==> config.mk <==
export PLATFORM = sky130hd
export DESIGN_NAME = flv_tag_stream_parser_unit
export DESIGN_NICKNAME = d
export VERILOG_FILES = /design/src/hw/rtl/fsp_pkg.sv /design/src/hw/rtl/fsp_front.sv /design/src/hw/rtl/fsp_queue.sv /design/src/hw/rtl/fsp_back.sv /design/src/hw/rtl/flv_tag_stream_parser_unit.sv
export SDC_FILE = /design/constraint.sdc
export NUM_CORES = 1
export LEC_CHECK = 0
export BUFFER_PORTS_ARGS = -buffer_cell sky130_fd_sc_hd__buf_4
export CAP_MARGIN = 20
export CORE_UTILIZATION = 56
export CTS_CLUSTER_SIZE = 40
export DETAILED_ROUTE_END_ITERATION = 16
export HOLD_SLACK_MARGIN = 0.06
export MAX_ROUTING_LAYER = met4
export PLACE_DENSITY = 0.76
export SYNTH_ARGS = -nofsm -noshare
export SYNTH_HDL_FRONTEND = slang
export SYNTH_SLANG_ARGS = --single-unit
==> constraint.sdc <==
create_clock -name clk -period 13.6 [get_ports clk]
set_clock_uncertainty 0.15 [all_clocks]
set_input_delay 0.68 -clock clk [delete_from_list [all_inputs] [get_ports clk]]
set_output_delay 0.68 -clock clk [all_outputs]
set_load 0.01 [all_outputs]
==> src/hw/rtl/fsp_pkg.sv <==
// Shared types and constants of the FLV tag stream parser.
package fsp_pkg;

    // Kind of record handed to the output side.
    typedef enum logic [1:0] {
        REC_HEADER = 2'd0,
        REC_TAG    = 2'd1,
        REC_ERROR  = 2'd2
    } rec_kind_t;

    // Tag type codes (low five bits of the tag type byte).
    localparam logic [4:0] KIND_AUDIO  = 5'd8;
    localparam logic [4:0] KIND_VIDEO  = 5'd9;
    localparam logic [4:0] KIND_SCRIPT = 5'd18;

    // File signature "FLV".
    localparam logic [23:0] FLV_SIGNATURE = 24'h464c56;

    // Mask for the tag type field.
    localparam logic [7:0] TAG_KIND_MASK = 8'h1f;

    // Width of the packed result item and its tuser.
    localparam int unsigned OUT_DATA_W = 208;
    localparam int unsigned OUT_USER_W = 2;

    // One queued record. For a file header, body[71:0] holds header bytes 0..8
    // with byte 0 highest; for a tag, body holds the 11 tag header bytes.
    typedef struct packed {
        rec_kind_t    kind;
        logic [31:0]  tag_number;
        logic [87:0]  body;
        logic [31:0]  prev_size;
        logic [15:0]  desc;
    } rec_entry_t;

endpackage

==> src/hw/rtl/fsp_front.sv <==
// Front end: accepts file bytes, tracks the parse phase and queues records.
module fsp_front
(
    input  logic               clk,
    input  logic               rst_n,
    input  logic               byte_accept,
    input  logic [7:0]         data_byte,
    input  logic               file_start,
    output logic               rec_push,
    output fsp_pkg::rec_entry_t rec_entry
);

    typedef enum logic [2:0] {
        PH_HEADER,
        PH_PREV,
        PH_TAGHDR,
        PH_DESC,
        PH_SKIP,
        PH_IDLE
    } phase_t;

    phase_t       phase_reg, phase_next;
    logic [23:0]  count_reg, count_next;
    logic [63:0]  hshift_reg, hshift_next;
    logic [31:0]  prev_reg, prev_next;
    logic [87:0]  taghdr_reg, taghdr_next;
    logic [15:0]  desc_reg, desc_next;
    logic [31:0]  tagcnt_reg, tagcnt_next;

    phase_t       cur_phase;
    logic [23:0]  cur_count;
    logic [31:0]  cur_tagcnt;
    logic [87:0]  taghdr_shift;
    logic [4:0]   kind_now;
    logic [23:0]  size_now;
    logic [1:0]   need_now;
    logic [23:0]  rest_now;
    logic [23:0]  count_inc;

    // Number of descriptor bytes to read, limited by the payload size.
    function automatic logic [1:0] desc_need(input logic [4:0] kind, input logic [23:0] size);
        logic [1:0] want;
        begin
            if (kind == fsp_pkg::KIND_AUDIO)
            begin
                want = 2'd2;
            end
            else if (kind == fsp_pkg::KIND_VIDEO || kind == fsp_pkg::KIND_SCRIPT)
            begin
                want = 2'd1;
            end
            else
            begin
                want = 2'd0;
            end
            if (size < {22'd0, want})
            begin
                desc_need = size[1:0];
            end
            else
            begin
                desc_need = want;
            end
        end
    endfunction

    // A set file_start flag restarts the parse on this very item.
    assign cur_phase  = file_start ? PH_HEADER : phase_reg;
    assign cur_count  = file_start ? 24'd0 : count_reg;
    assign cur_tagcnt = file_start ? 32'd0 : tagcnt_reg;
    assign count_inc  = cur_count + 24'd1;

    // Tag header fields as seen after this item has been stored.
    assign taghdr_shift = {taghdr_reg[79:0], data_byte};
    assign kind_now = (cur_phase == PH_TAGHDR) ? taghdr_shift[84:80] : taghdr_reg[84:80];
    assign size_now = (cur_phase == PH_TAGHDR) ? taghdr_shift[79:56] : taghdr_reg[79:56];
    assign need_now = desc_need(kind_now, size_now);
    assign rest_now = size_now - {22'd0, need_now};

    // Next-state and record logic.
    always_comb
    begin
        phase_next  = phase_reg;
        count_next  = count_reg;
        hshift_next = hshift_reg;
        prev_next   = prev_reg;
        taghdr_next = taghdr_reg;
        desc_next   = desc_reg;
        tagcnt_next = tagcnt_reg;
        rec_push    = 1'b0;
        rec_entry.kind       = fsp_pkg::REC_TAG;
        rec_entry.tag_number = cur_tagcnt;
        rec_entry.body       = taghdr_reg;
        rec_entry.prev_size  = prev_reg;
        rec_entry.desc       = desc_reg;
        if (byte_accept)
        begin
            phase_next  = cur_phase;
            count_next  = cur_count;
            tagcnt_next = cur_tagcnt;
            unique case (cur_phase)
                PH_HEADER:
                begin
                    if (cur_count < 24'd8)
                    begin
                        hshift_next = {hshift_reg[55:0], data_byte};
                        count_next  = count_inc;
                    end
                    else
                    begin
                        count_next     = 24'd0;
                        rec_push       = 1'b1;
                        rec_entry.body = {16'd0, hshift_reg, data_byte};
                        if (hshift_reg[63:40] != fsp_pkg::FLV_SIGNATURE)
                        begin
                            rec_entry.kind = fsp_pkg::REC_ERROR;
                            phase_next     = PH_IDLE;
                        end
                        else
                        begin
                            rec_entry.kind = fsp_pkg::REC_HEADER;
                            phase_next     = PH_PREV;
                        end
                    end
                end
                PH_PREV:
                begin
                    prev_next = {prev_reg[23:0], data_byte};
                    if (cur_count == 24'd3)
                    begin
                        count_next = 24'd0;
                        phase_next = PH_TAGHDR;
                    end
                    else
                    begin
                        count_next = count_inc;
                    end
                end
                PH_TAGHDR:
                begin
                    taghdr_next = taghdr_shift;
                    if (cur_count == 24'd10)
                    begin
                        count_next = 24'd0;
                        desc_next  = 16'd0;
                        if (need_now == 2'd0)
                        begin
                            rec_push       = 1'b1;
                            rec_entry.body = taghdr_next;
                            rec_entry.desc = desc_next;
                            if (size_now == 24'd0)
                            begin
                                phase_next = PH_PREV;
                            end
                            else
                            begin
                                phase_next = PH_SKIP;
                                count_next = size_now;
                            end
                        end
                        else
                        begin
                            phase_next = PH_DESC;
                        end
                    end
                    else
                    begin
                        count_next = count_inc;
                    end
                end
                PH_DESC:
                begin
                    if (kind_now == fsp_pkg::KIND_AUDIO)
                    begin
                        if (cur_count == 24'd0)
                        begin
                            desc_next = {data_byte, 8'd0};
                        end
                        else
                        begin
                            desc_next = desc_reg | {8'd0, data_byte};
                        end
                    end
                    else if (kind_now == fsp_pkg::KIND_VIDEO)
                    begin
                        desc_next = {data_byte, 8'd0};
                    end
                    else
                    begin
                        desc_next = {8'd0, data_byte};
                    end
                    count_next = count_inc;
                    if (count_inc >= {22'd0, need_now})
                    begin
                        rec_push       = 1'b1;
                        rec_entry.desc = desc_next;
                        if (rest_now == 24'd0)
                        begin
                            phase_next = PH_PREV;
                            count_next = 24'd0;
                        end
                        else
                        begin
                            phase_next = PH_SKIP;
                            count_next = rest_now;
                        end
                    end
                end
                PH_SKIP:
                begin
                    if (cur_count <= 24'd1)
                    begin
                        count_next = 24'd0;
                        phase_next = PH_PREV;
                    end
                    else
                    begin
                        count_next = cur_count - 24'd1;
                    end
                end
                PH_IDLE:
                begin
                    phase_next = PH_IDLE;
                end
                default:
                begin
                    phase_next = PH_IDLE;
                end
            endcase
            // Saturating count of tags in this file.
            if (rec_push && rec_entry.kind == fsp_pkg::REC_TAG && cur_tagcnt != 32'hffffffff)
            begin
                tagcnt_next = cur_tagcnt + 32'd1;
            end
        end
    end

    // Parse state and field registers.
    always_ff @(posedge clk or negedge rst_n)
    begin
        if (!rst_n)
        begin
            phase_reg  <= PH_HEADER;
            count_reg  <= 24'd0;
            tagcnt_reg <= 32'd0;
            hshift_reg <= 64'd0;
            prev_reg   <= 32'd0;
            taghdr_reg <= 88'd0;
            desc_reg   <= 16'd0;
        end
        else
        begin
            phase_reg  <= phase_next;
            count_reg  <= count_next;
            tagcnt_reg <= tagcnt_next;
            hshift_reg <= hshift_next;
            prev_reg   <= prev_next;
            taghdr_reg <= taghdr_next;
            desc_reg   <= desc_next;
        end
    end

endmodule

==> src/hw/rtl/fsp_queue.sv <==
// Short record queue between the parser front end and the output stage.
module fsp_queue #(
    parameter int unsigned DEPTH = 2
)
(
    input  logic                clk,
    input  logic                rst_n,
    input  logic                push,
    input  fsp_pkg::rec_entry_t push_entry,
    input  logic                pop,
    output fsp_pkg::rec_entry_t head_entry,
    output logic                empty,
    output logic                full
);

    localparam int unsigned PTR_W = (DEPTH > 1) ? $clog2(DEPTH) : 1;
    localparam int unsigned CNT_W = $clog2(DEPTH + 1);

    fsp_pkg::rec_entry_t store_reg [DEPTH];
    logic [PTR_W-1:0]    wr_ptr_reg, rd_ptr_reg;
    logic [CNT_W-1:0]    fill_reg;
    logic                do_push, do_pop;

    assign empty      = (fill_reg == CNT_W'(0));
    assign full       = (fill_reg == CNT_W'(DEPTH));
    assign do_push    = push && !full;
    assign do_pop     = pop && !empty;
    assign head_entry = store_reg[rd_ptr_reg];

    // Entry storage.
    always_ff @(posedge clk)
    begin
        if (do_push)
        begin
            store_reg[wr_ptr_reg] <= push_entry;
        end
    end

    // Pointers and fill level.
    always_ff @(posedge clk or negedge rst_n)
    begin
        if (!rst_n)
        begin
            wr_ptr_reg <= '0;
            rd_ptr_reg <= '0;
            fill_reg   <= '0;
        end
        else
        begin
            if (do_push)
            begin
                wr_ptr_reg <= (wr_ptr_reg == PTR_W'(DEPTH - 1)) ? '0 : wr_ptr_reg + PTR_W'(1);
            end
            if (do_pop)
            begin
                rd_ptr_reg <= (rd_ptr_reg == PTR_W'(DEPTH - 1)) ? '0 : rd_ptr_reg + PTR_W'(1);
            end
            if (do_push && !do_pop)
            begin
                fill_reg <= fill_reg + CNT_W'(1);
            end
            else if (do_pop && !do_push)
            begin
                fill_reg <= fill_reg - CNT_W'(1);
            end
        end
    end

endmodule

==> src/hw/rtl/fsp_back.sv <==
// Back end: formats queued records into result items and holds the output register.
module fsp_back
(
    input  logic                                 clk,
    input  logic                                 rst_n,
    input  fsp_pkg::rec_entry_t                  head_entry,
    input  logic                                 empty,
    output logic                                 pop,
    output logic                                 m_tvalid,
    input  logic                                 m_tready,
    output logic [fsp_pkg::OUT_DATA_W-1:0]       m_tdata,
    output logic [fsp_pkg::OUT_USER_W-1:0]       m_tuser
);

    logic                               valid_reg, valid_next;
    logic [fsp_pkg::OUT_DATA_W-1:0]     data_reg, data_fmt;
    logic [fsp_pkg::OUT_USER_W-1:0]     user_reg;

    assign pop        = !empty && (!valid_reg || m_tready);
    assign valid_next = pop ? 1'b1 : (valid_reg && !m_tready);

    // Pack the record fields by kind; fields of other kinds stay zero.
    always_comb
    begin
        data_fmt = '0;
        case (head_entry.kind)
            fsp_pkg::REC_HEADER:
            begin
                data_fmt[7:0]   = head_entry.body[47:40];
                data_fmt[9:8]   = {head_entry.body[34], head_entry.body[32]};
                data_fmt[41:10] = head_entry.body[31:0];
            end
            fsp_pkg::REC_TAG:
            begin
                data_fmt[73:42]   = head_entry.tag_number;
                data_fmt[78:74]   = head_entry.body[84:80];
                data_fmt[102:79]  = head_entry.body[79:56];
                data_fmt[126:103] = head_entry.body[55:32];
                data_fmt[134:127] = head_entry.body[31:24];
                data_fmt[158:135] = head_entry.body[23:0];
                data_fmt[190:159] = head_entry.prev_size;
                data_fmt[206:191] = head_entry.desc;
            end
            default:
            begin
                data_fmt = '0;
            end
        endcase
    end

    // Output handshake flag.
    always_ff @(posedge clk or negedge rst_n)
    begin
        if (!rst_n)
        begin
            valid_reg <= 1'b0;
        end
        else
        begin
            valid_reg <= valid_next;
        end
    end

    // Output payload.
    always_ff @(posedge clk)
    begin
        if (pop)
        begin
            data_reg <= data_fmt;
            user_reg <= head_entry.kind;
        end
    end

    assign m_tvalid = valid_reg;
    assign m_tdata  = data_reg;
    assign m_tuser  = user_reg;

endmodule

==> src/hw/rtl/flv_tag_stream_parser_unit.sv <==
// Top level of the FLV tag stream parser.
// The input stream carries the FLV file one byte per item: s_tdata holds the
// byte and s_tuser marks the first byte of a new file, which restarts parsing
// and clears the tag counter. The output stream carries one record per file
// header, per tag, or per bad signature; m_tuser gives the record kind and
// m_tdata the packed fields.
// The block takes one byte per cycle for as long as the record queue has
// room. A record enters the queue when the byte that completes it is
// accepted, then moves to the output register. The parser runs ahead of
// the output register by up to QUEUE_DEPTH records, so a stalled receiver
// only holds s_tready low once the queue has filled; records are never dropped.
// After reset the parser waits for the file header and the output is empty.
// A file with a bad signature yields one error record, then bytes are dropped
// until the next item with the file start flag set.
module flv_tag_stream_parser_unit #(
    parameter int unsigned QUEUE_DEPTH = 2
)
(
    input  logic           clk,
    input  logic           rst_n,
    input  logic           s_tvalid,
    output logic           s_tready,
    input  logic [7:0]     s_tdata,   // data_byte[7:0]
    input  logic           s_tuser,   // file_start
    output logic           m_tvalid,
    input  logic           m_tready,
    // version[7:0], av_flags[9:8], header_offset[41:10], tag_number[73:42],
    // tag_kind[78:74], payload_size[102:79], time_stamp[126:103],
    // time_stamp_ext[134:127], stream_number[158:135], previous_size[190:159],
    // media_desc[206:191], zero pad[207]
    output logic [207:0]   m_tdata,
    output logic [1:0]     m_tuser    // record_kind[1:0]
);

    logic                 byte_accept;
    logic                 rec_push;
    fsp_pkg::rec_entry_t  rec_entry;
    fsp_pkg::rec_entry_t  head_entry;
    logic                 q_empty;
    logic                 q_full;
    logic                 q_pop;

    assign s_tready    = !q_full;
    assign byte_accept = s_tvalid && s_tready;

    // Parser front end.
    fsp_front u_front
    (
        .clk         (clk),
        .rst_n       (rst_n),
        .byte_accept (byte_accept),
        .data_byte   (s_tdata),
        .file_start  (s_tuser),
        .rec_push    (rec_push),
        .rec_entry   (rec_entry)
    );

    // Record queue.
    fsp_queue #(
        .DEPTH (QUEUE_DEPTH)
    ) u_queue
    (
        .clk        (clk),
        .rst_n      (rst_n),
        .push       (rec_push),
        .push_entry (rec_entry),
        .pop        (q_pop),
        .head_entry (head_entry),
        .empty      (q_empty),
        .full       (q_full)
    );

    // Output formatter and register.
    fsp_back u_back
    (
        .clk        (clk),
        .rst_n      (rst_n),
        .head_entry (head_entry),
        .empty      (q_empty),
        .pop        (q_pop),
        .m_tvalid   (m_tvalid),
        .m_tready   (m_tready),
        .m_tdata    (m_tdata),
        .m_tuser    (m_tuser)
    );

endmodule
* Word level (Yosys, flattened, before mapping) *
Memory sizes are Yosys's and may differ from the RTL's.
Index checks and enable logic that the tools add are counted.
W data, S select, Z words.

cells by class
  reduce and logical (&&, ||, !) cells = 30
  div/mod/pow operators = 0
  eq/ne operators = 15
  order comparisons = 4
  mux-type cells = 62
  shifts and indexed selects = 0
  bitwise gates (word level) = 1
  $add $sub $neg = 8
  $mul = 0

operators by type and width
  kind                     count
  $mux W88                 4
  $mux W24                 10
  $pmux W88 S2             1
  $mux W16                 8
  $pmux W24 S5             1
  $logic_not A24 Y1        3
  $mux W32                 2
  $pmux W16 S2             2
  $add A32 B1 Y32 const B  1
  $ne A32 B32 Y1 const B   1
  $mux W3                  10
  $add A24 B1 Y24 const B  1
  $eq A24 B2 Y1 const B    1
  $eq A24 B4 Y1 const B    1
  $ge A24 B2 Y1            1
  $le A24 B1 Y1 const B    1
  $lt A24 B2 Y1            1
  $lt A24 B4 Y1 const B    1
  $ne A24 B23 Y1 const B   1
  $sub A24 B1 Y24 const B  1
  $sub A24 B2 Y24          1
  $mux W2                  9
  $or A16 B8 Y16           1
  $pmux W3 S5              1
  other kinds (22)         56

word-level totals
  output and inout port bits = 212
  memories = 1
  bits in read-only memories = 0
  bits in latches = 0
  bits in writable memories = 340
  flip-flop bits (word level) = 473

memory list
  name               depth  width  rd ports  clocked after memory_dff  wr ports  RTL line         text
  u_queue.store_reg  2      170    1         0                         1         fsp_queue.sv:19  fsp_pkg::rec_entry_t store_reg [DEPTH];

* Longest topological paths before layout *
Gate-level depths: netlist (run 1).

  depth in word-level cells = 20
  mapped depth = 22
  depth with buffers taken out = 21

* By module *
From an unflattened synthesis (run 1), not the netlist that was laid out.

unflattened totals
  cell total of the unflattened synthesis = 2686
  area total of the unflattened synthesis = 37010.5 µm²

by module, submodules not included
  module                      sequential area each (µm²)  area each (µm²)  cells each  instances
  fsp_front                   6481.2                      16261.8          1689        1
  fsp_queue                   10309.9                     12822.3          548         1
  fsp_back                    6301.0                      7916.3           447         1
  flv_tag_stream_parser_unit  0.0                         10.0             2           1

* Least setup slack after synthesis (run 1) *
OpenSTA, ideal clock, no wires.

  path type = input port to flip-flop
  from = input port s_tuser
  to = memory u_queue.store_reg[0][0] (netlist name) (enable)
  buffers on the path = 4
  cell stages on the path = 17
  data arrival time = 11.140 ns
  slack = 1.594 ns
  cells stage by stage = clkbuf_1 clkbuf_1 inv_1 clkbuf_1 clkbuf_1 nand2_1 inv_1 ha_1 nand3_1 nor4_1 a21oi_1 nor4_1 nor4_1 nand4_1 a21oi_1 a21oi_1 nor2b_1

between the ends
  word-level cells in the longest chain between the ends = 18

RTL lines
  element                                                 RTL line                          text
  from (decl)                                             flv_tag_stream_parser_unit.sv:24  input logic s_tuser,
  branches (longest 12 deep; another with $lt A24 B2 Y1)  n/a
  $pmux W1 S3 (*)                                         fsp_front.sv:101                  unique case (cur_phase)
  $mux W1 (*) (2 in series)                               fsp_front.sv:96                   if (byte_accept)
  $logic_and A1 B1 Y1 (*)                                 fsp_queue.sv:26                   assign do_push = push && !full;
  via u_queue.do_push                                     fsp_queue.sv:22                   logic do_push, do_pop;
  $mux W1 (*)                                             fsp_queue.sv:33                   if (do_push)
  $mux W1 (not written as such) (*)                       fsp_queue.sv:35                   store_reg[wr_ptr_reg] <= push_entry;
  to (decl)                                               fsp_queue.sv:19

Mark *: on every way through the listed nets, which the timed path passes. The select of a mux whose other input is x is not followed.

* Worst setup path in the final report (run 1) *
  from = register u_front.phase_reg[0]
  to = memory u_queue.store_reg[0][42] (netlist name) (enable)

between the ends
  word-level cells in the longest chain between the ends = 18

RTL lines
  element                                                 RTL line          text
  from (decl)                                             fsp_front.sv:22   phase_t phase_reg, phase_next;
  from (signal assigned)                                  fsp_front.sv:253  phase_reg <= phase_next;
  $mux W3 (*)                                             fsp_front.sv:68   assign cur_phase = file_start ? PH_HEADER : phase_reg;
  branches (longest 11 deep; another with $lt A24 B2 Y1)  n/a
  $pmux W1 S3 (*)                                         fsp_front.sv:101
  $mux W1 (*) (2 in series)                               fsp_front.sv:96
  $logic_and A1 B1 Y1 (*)                                 fsp_queue.sv:26
  via u_queue.do_push                                     fsp_queue.sv:22
  $mux W1 (*)                                             fsp_queue.sv:33
  $mux W1 (not written as such) (*)                       fsp_queue.sv:35

Marked as above.

==> results of run 1 <==
## power by group
part	internal, mW	switching, mW	leakage [nW]	total, mW
clock network	1.31	0.927	1.33	2.24
registers	3.36	0.388	8.73	3.74
logic	0.818	1.17	5.80	1.99
## routing by layer
metal / vias to the layer above / part of all wire
li1: 10200 / -
met1: 11400 / 0.43
met2: 770 / 0.49
met3: 138 / 0.056
met4: 0 / 0.025
met5: - / 0
## cell families after synthesis
kind of cell,share of synthesized area
fa+ha+maj,0.00449
other cells,0.000107
flops,0.651
buf+inv,0.0232
mux,0.117
compound gates,0.0731
simple gates,0.108
xor+xnor,0.0227
## what timing repair did
item | CTS | global route
hold endpoints to repair | 70 | 0
hold buffers | 1 | 0
buffers inserted | 0 | 0
endpoints found under the setup margin | 0 | 0
## through the flow
stage	instance area, um^2	cells	total power, mW	hold WS [ns]
after floorplan	35100	2660	4.94	0.234
after global placement	37400	3565	5.71	0.295
after detailed placement	37400	3565	5.78	0.301
after CTS	40100	3716	8.02	0.222
after global routing	40200	3719	8.31	0.241
final	40200	3719	7.97	0.253
## worst max-delay path, stage by stage, from the launching register on
cell      delay, ns
dfrtp_1        0.58
or4b_1         0.57
buf_4          0.27
or4b_4         0.61
a21oi_4        0.21
a31oi_1        0.15
a31oi_4        0.36
ha_1           0.30
nand2b_1       0.15
a221oi_1       0.24
o211ai_1       0.14
or4_1          0.43
nor3_1         0.29
nand4_1        0.24
a21oi_1        0.39
a21oi_1        0.23
nor2b_4        0.18
buf_4          0.31
buf_4          0.46
## cell usage after synthesis, types with 6 or more instances
master    count  area, um^2
edfxtp_1    543       16300
nor2_1      300        1130
dfrtp_1     261        6530
mux2_2      191        2150
mux2i_1     191        1910
nand2_1     189         709
clkbuf_1    141         529
o21ai_0     104         521
a22oi_1      68         510
xor2_1       56         490
nor3_1       46         230
a22o_1       45         394
nand3_1      45         225
a21oi_1      39         195
nor2b_1      39         244
xnor2_1      35         307
nor4_1       26         163
nand4_1      23         144
buf_1        22        82.6
buf_2        21         105
and3_1       20         125
a221oi_1     18         158
nand2b_1     18         113
inv_1        17        63.8
or3_1        15        93.8
a31oi_1      14        87.6
o211ai_1     12        90.1
ha_1         11         138
or4_1        11        82.6
and2_1       10        62.6
nand4b_1      9        78.8
nor3b_1       8        60.1
nor4bb_1      7        70.1
a211oi_1      6        45.0
a21o_1        6        45.0
## area by class of cell
type / count / area share
clock buffer: 120 / 0.0589
clock inverter: 30 / 0.00860
inverter: 18 / 0.00187
multi-input combinational: 1650 / 0.286
sequential: 804 / 0.569
tap: 837 / 0.0261
timing repair buffer: 260 / 0.0497
## worst paths after layout
kind	end	slack [ns]	depth (start not counted)
worst min-delay path	u_front.desc_reg[4]	0.25	2
max in group asynchronous	u_front.hshift_reg[0]	10.60	4
worst min register to register	u_queue.store_reg[1][47]	0.31	0
min in group asynchronous	u_front.count_reg[20]	0.47	2
worst max register to register	u_queue.store_reg[0][42]	6.91	18
worst max-delay path	u_queue.store_reg[0][42]	6.91	18
==> run summary, run 1 <==
The fraction of final layout cells with drive strength greater than 1 is 0.209. The worst slack at placement is 6.64 ns. The power density of the placed cells is 198 nW/um^2. The mean routed wirelength per cell came out at 22.6 um. The final number of max-transition violations is 0.

The number of H-tree levels came out at 3. Leaving out fill and tap cells, the most frequent cell in the layout is edfxtp_1. The register area is 22800 um^2. The launch point of the worst reg-to-reg path is u_front.phase_reg[0]. After layout, the worst setup slack is 6.91 ns. The post-route minimum period is 6.69 ns. The die footprint came out at 63600 um^2. The initial core utilization is 0.567.

The warning count from the yosys run came out at 0. Of all nets on the critical path, the largest fanout is 54. The register with the most flip-flops in the layout has 334 of them. Measured along the x axis, the die boundary spans 252 um. Clock-pin slew was measured on the worst setup and hold paths at 0.06 ns.

The iteration-0 DRC count of the detailed router came out at 1858. The net count of the finished layout is 2839. In the global route stage, met3 resource usage came out at 0.0330.

The via count of the first global-routing pass came out at 22200. 225 I/O pins were placed. For met1 alone, demand over resource in global routing was 0.370. Across the run, the number of max-cap violations was 0. The largest net degree at the start of global routing came out at 136. The clock reaches the later pin of the worst-skew pair after 0.63 ns. The number of antenna violations at the first check in global routing is 1. The worst hold path begins at s_tdata[4]. The slew at the pin closest to its max-slew limit came out at 1.11 ns. The arrival time reported for the critical path endpoint came out at 6.82 ns. In the routed layout, each cell is associated on average with a via count of 6.03. In the synthesized netlist the async set-or-reset flop fraction comes to 0.325.

The multi-input combinational cells in the finished layout cover a total of 11500 um^2. The run finished with clean final reports. TritonCTS built the clock tree. The row count came out at 91. The total global-route track usage came out at 0.274. The launch point of the critical path is u_front.phase_reg[0]. Once layout is complete, the utilization of the core stands at 0.650.

The number of sinks handled by clock tree synthesis is 804. The total iterations of the first detailed-routing run is 5. Counting every net in the synthesized netlist gives 2685. IR analysis of the VDD net gives a maximum drop of 0.000189 V. Setup repair after global routing left no endpoint under its margin. The share of the clock period used by the worst path is 0.492. The weighted congestion at the end of routability-driven global placement is 0.934. After synthesis the netlist holds a flip-flop and latch count of 804.

The y dimension of the die came out at 252 um. The final count of hold timing violations is 0. The detailed placer's ending HPWL came out at 54400 um. The met2 global-route usage is 0.437. The setup TNS came out at 0 ns. The worst setup path is launched from a register.

Data on the critical path is required at its endpoint by 13.73 ns. In the layout the commonest cells are edfxtp_1, nor2_1, dfrtp_1. The element type at the critical path end is a register.

In this run the worst hold path is classified as primary input to register. The library cell used as clock root buffer is clkbuf_16. The first global-routing pass estimated 130000 um of wire. The count of port buffers added during placement came out at 223.

Compared with the post-synthesis result, the final layout area differs by 14.5%. Based on the critical path, the design can be clocked at up to 150 MHz. The number of filler cells placed in the layout is 4436. The critical path is of the register to register type. The worst-case clock buffer depth is 3.

The number of DRC violations after detailed routing is 0. The register area share after synthesis is 0.651. The number of clock buffers added by TritonCTS is 80. The core region is 61800 um^2. The most used routing layer is met2.

The final setup violation count is 0. 0 antenna diodes ended up in the layout. The combined area of all synthesized cells came out at 35100 um^2. Headroom to the max-slew limit came out at 0.261. The analysis attributes to cell leakage a power of 15.8 nW. The total overflow left after global routing is 0. The count of distinct cell types in the synthesized netlist came out at 85. The number of synthesized flops with an enable pin came out at 543. Synthesis produced 2660 cells. The number of instances resized during post-cts repair is 0.

The sum of routed wire length over all layers is 84200 um. Among all flip-flop cells after synthesis, the most frequent one is edfxtp_1. The remaining antenna violation count came out at 0. The routed via count came out at 22400. The mean post-synth cell area came out at 13.2 um^2.
Note: power is estimated with default switching activity, not from simulation.
==> run 2: changes to the inputs <==
==> constraint.sdc (replaced) <==
create_clock -name clk -period 6.6 [get_ports clk]
set_clock_uncertainty 0.15 [all_clocks]
set_input_delay 0.33 -clock clk [delete_from_list [all_inputs] [get_ports clk]]
set_output_delay 0.33 -clock clk [all_outputs]
set_load 0.01 [all_outputs]
==> run 2 against run 1 <==
Cell count increased by 1.1%. Non-clock buffer count is 39 higher. Critical endpoint is now u_queue.store_reg[1][6]. Cell area up 0.96%. Largest power group unchanged. Hold slack worse by 0.11 ns. Maximum frequency is 13% higher. Sequential power rose by 110%. First-iteration DRC count shrank 2.3%. Sequential share of layout area down 0.54 points. Clock power grew 100%. Critical path depth stayed put. Count of clock-buffer cells in the layout is 16 lower.
==> run summary, run 2 (synthesis gave the netlist of run 1 again) <==
The number of sinks handled by clock tree synthesis came out at 804 (unchanged). The cell family contributing the most delay on the critical path is simple AND/OR/NAND/NOR gates. The element type at the critical path end is a register.

The largest net degree at the start of global routing is 179 (+32%). The number of buffers added by the clock tree synthesis step came out at 80 (unchanged). The worst vdd rail ir drop came out at 0.000282 V (+49%). The iteration-0 DRC count of the detailed router came out at 1815 (-2.3%). The total global-route track usage is 0.285 (+0.0108). The worst slew margin relative to its limit was 0.204 (-0.0568).

The number of antenna violations at the first check in global routing is 1 (unchanged). The total global routing overflow is 0 (unchanged). The area overhead of the layout relative to synthesis is 15.6%. The final number of max-transition violations came out at 0 (unchanged). The standard cell core area came to 61800 um^2 (unchanged). The maximum net fanout on the critical path came out at 53 (-1.9%). The power density of the placed cells is 406 nW/um^2 (+100%). The arrival time reported for the critical path endpoint is 6.12 ns (-0.70 ns). The horizontal extent of the die is 252 um (unchanged).

The row count is 91 (unchanged). The number of nets in the layout is 2878 (+1.4%). The reported leakage power is 16.1 nW (+1.4%). The number of instances resized during post-cts repair is 0 (unchanged). The fraction of final layout cells with drive strength greater than 1 came to 0.219 (+0.0106). The share of the clock period used by the worst path was 0.900 (+0.408). The count of max-cap constraint violations is 0 (unchanged). The vias per cell is 6.04 (+0.18%). The clock slew at the register clock pins of the worst setup and hold paths is 0.06 ns (about the same). Counting stages on the worst path, the most repeated cell is ha_1.

The die footprint came out at 63600 um^2 (unchanged). The total iterations of the first detailed-routing run was 5 (unchanged). The run finished with clean final reports.

The post-CTS setup buffer count is 0 (unchanged). The count of port buffers added during placement came out at 223 (unchanged). The required time reported for the critical path endpoint came to 6.78 ns (-6.95 ns). The maximum clock rate came out at 168 MHz (+13%). The class of the tightest hold or removal check is primary input to asynchronous set/reset pin. The number of DRC violations after detailed routing came out at 0 (unchanged).

The wire length of the first global-routing pass is 135000 um (+3.6%). In the layout the commonest cells are edfxtp_1, nor2_1, buf_4. The number of top-level pins came to 225 (unchanged). The flip-flop count of the largest register, all copies and words added came to 334 (unchanged).

The number of H-tree levels came out at 3 (unchanged). The number of hold-repair buffers added at the cts stage is 9 (+8). The utilization of the core after routing is 0.656 (+0.00621). The remaining antenna violation count came out at 0 (unchanged). The worst-case clock buffer depth came to 3 (unchanged).

The routed via count is 22700 (+1.3%). The mean routed wirelength per cell is 23.5 um (+3.8%). The detailed placer's ending HPWL is 57100 um (+4.9%). TritonCTS built the clock tree. The startpoint-to-endpoint class of the critical path is register to register.

The slowest stage of the critical path belongs to the cell nor4b_4. The via count of the first global-routing pass came out at 22600 (+2.1%). The setup TNS came out at 0 ns (unchanged).

STA classifies the critical path startpoint as a register. The worst-skew pair later-pin latency was 0.63 ns (about the same). The library cell used most frequently in the layout, excluding fill and tap cells, is edfxtp_1. The critical path goes through nor4b_4 > a31oi_1 > nand2b_1 > ha_1 > o311ai_0 > nand3_1 > mux2_2 > ha_1 > a221oi_1 > o211ai_1 > or4_1 > nor3_1 > nand4_1 > a21oi_1 > buf_4 > a21oi_2 > and2_4 > buf_12. The delay of the slowest cell on the worst path came out at 0.78 ns (+0.17 ns). The worst path buffer plus inverter count is 2 (-1). The final setup violation count came out at 0 (unchanged). The slew at the pin closest to its max-slew limit came out at 1.19 ns (+0.0852 ns). The sum of routed wire length over all layers came to 88300 um (+4.9%). The initial core utilization came out at 0.567 (unchanged). The weighted congestion at the end of routability-driven global placement is 0.945 (+1.2%). Setup repair after global routing left no endpoint under its margin.

The library cell used as clock root buffer is clkbuf_16. The final count of hold timing violations is 0 (unchanged). The y dimension of the die is 252 um (unchanged). The post-route minimum period came to 5.94 ns (-0.748 ns).
## run 2: changes by cell type in the layout (fill, tap and decap cells not counted), moves of 2 or more
cell           before  now
clkbuf_8           15    8
dlygate4sd3_1       1    9
clkbuf_1           22   13
buf_4             256  279
buf_12              1    8
clkinv_1            5    9
clkinv_2            9   21
clkinvlp_4          2    0
## run 2: final timing paths
kind	slack [ns]	startpoint	endpoint	cells past startpoint
min in group clk	0.23	s_tvalid	u_front.tagcnt_reg[1]	4
min	0.14	rst_n	u_front.tagcnt_reg[13]	2
min reg2reg	0.32	u_front.prev_reg[27]	u_queue.store_reg[0][43]	0
max in group asynchronous	4.63	rst_n	u_front.hshift_reg[13]	3
max reg2reg	0.66	u_front.phase_reg[1]	u_queue.store_reg[1][6]	18
max	0.66	u_front.phase_reg[1]	u_queue.store_reg[1][6]	18
## run 2: metal layers
layer	global-route usage	wire length [um]
met1	0.375	36600
met2	0.455	43700
met3	0.0482	5740
met4	0.0876	2330
met5	-	0
## run 2: layout make-up
| class | count | area (um^2) |
|---|---|---|
| clock buffers | 104 | 2240 |
| clock inverters | 46 | 443 |
| inverters | 18 | 75.1 |
| multi-input cells | 1650 | 11500 |
| diodes | 1 | 2.50 |
| flip-flops and latches | 804 | 22800 |
| fillers | 4457 | 21300 |
| well taps | 837 | 1050 |
| repair buffers | 299 | 2400 |
## run 2: metrics by stage
step	cell area [um^2]	setup WS [ns]	hold slack (ns)	instances	power [mW]
floorplan	35100	0.0626	-0.116	2660	10.1
global route	40500	0.381	0.189	3759	17.2
global placement	37700	0.901	0.234	3595	11.8
CTS	40500	0.769	0.185	3754	16.6
detailed placement	37700	0.795	0.244	3595	12.0
finish	40500	0.659	0.142	3759	16.5
## run 2: where the power goes
| part | switching, mW | internal [mW] |
|---|---|---|
| logic | 2.46 | 1.72 |
| registers | 0.791 | 6.91 |
| clock network | 1.93 | 2.65 |
| total | 5.18 | 11.3 |
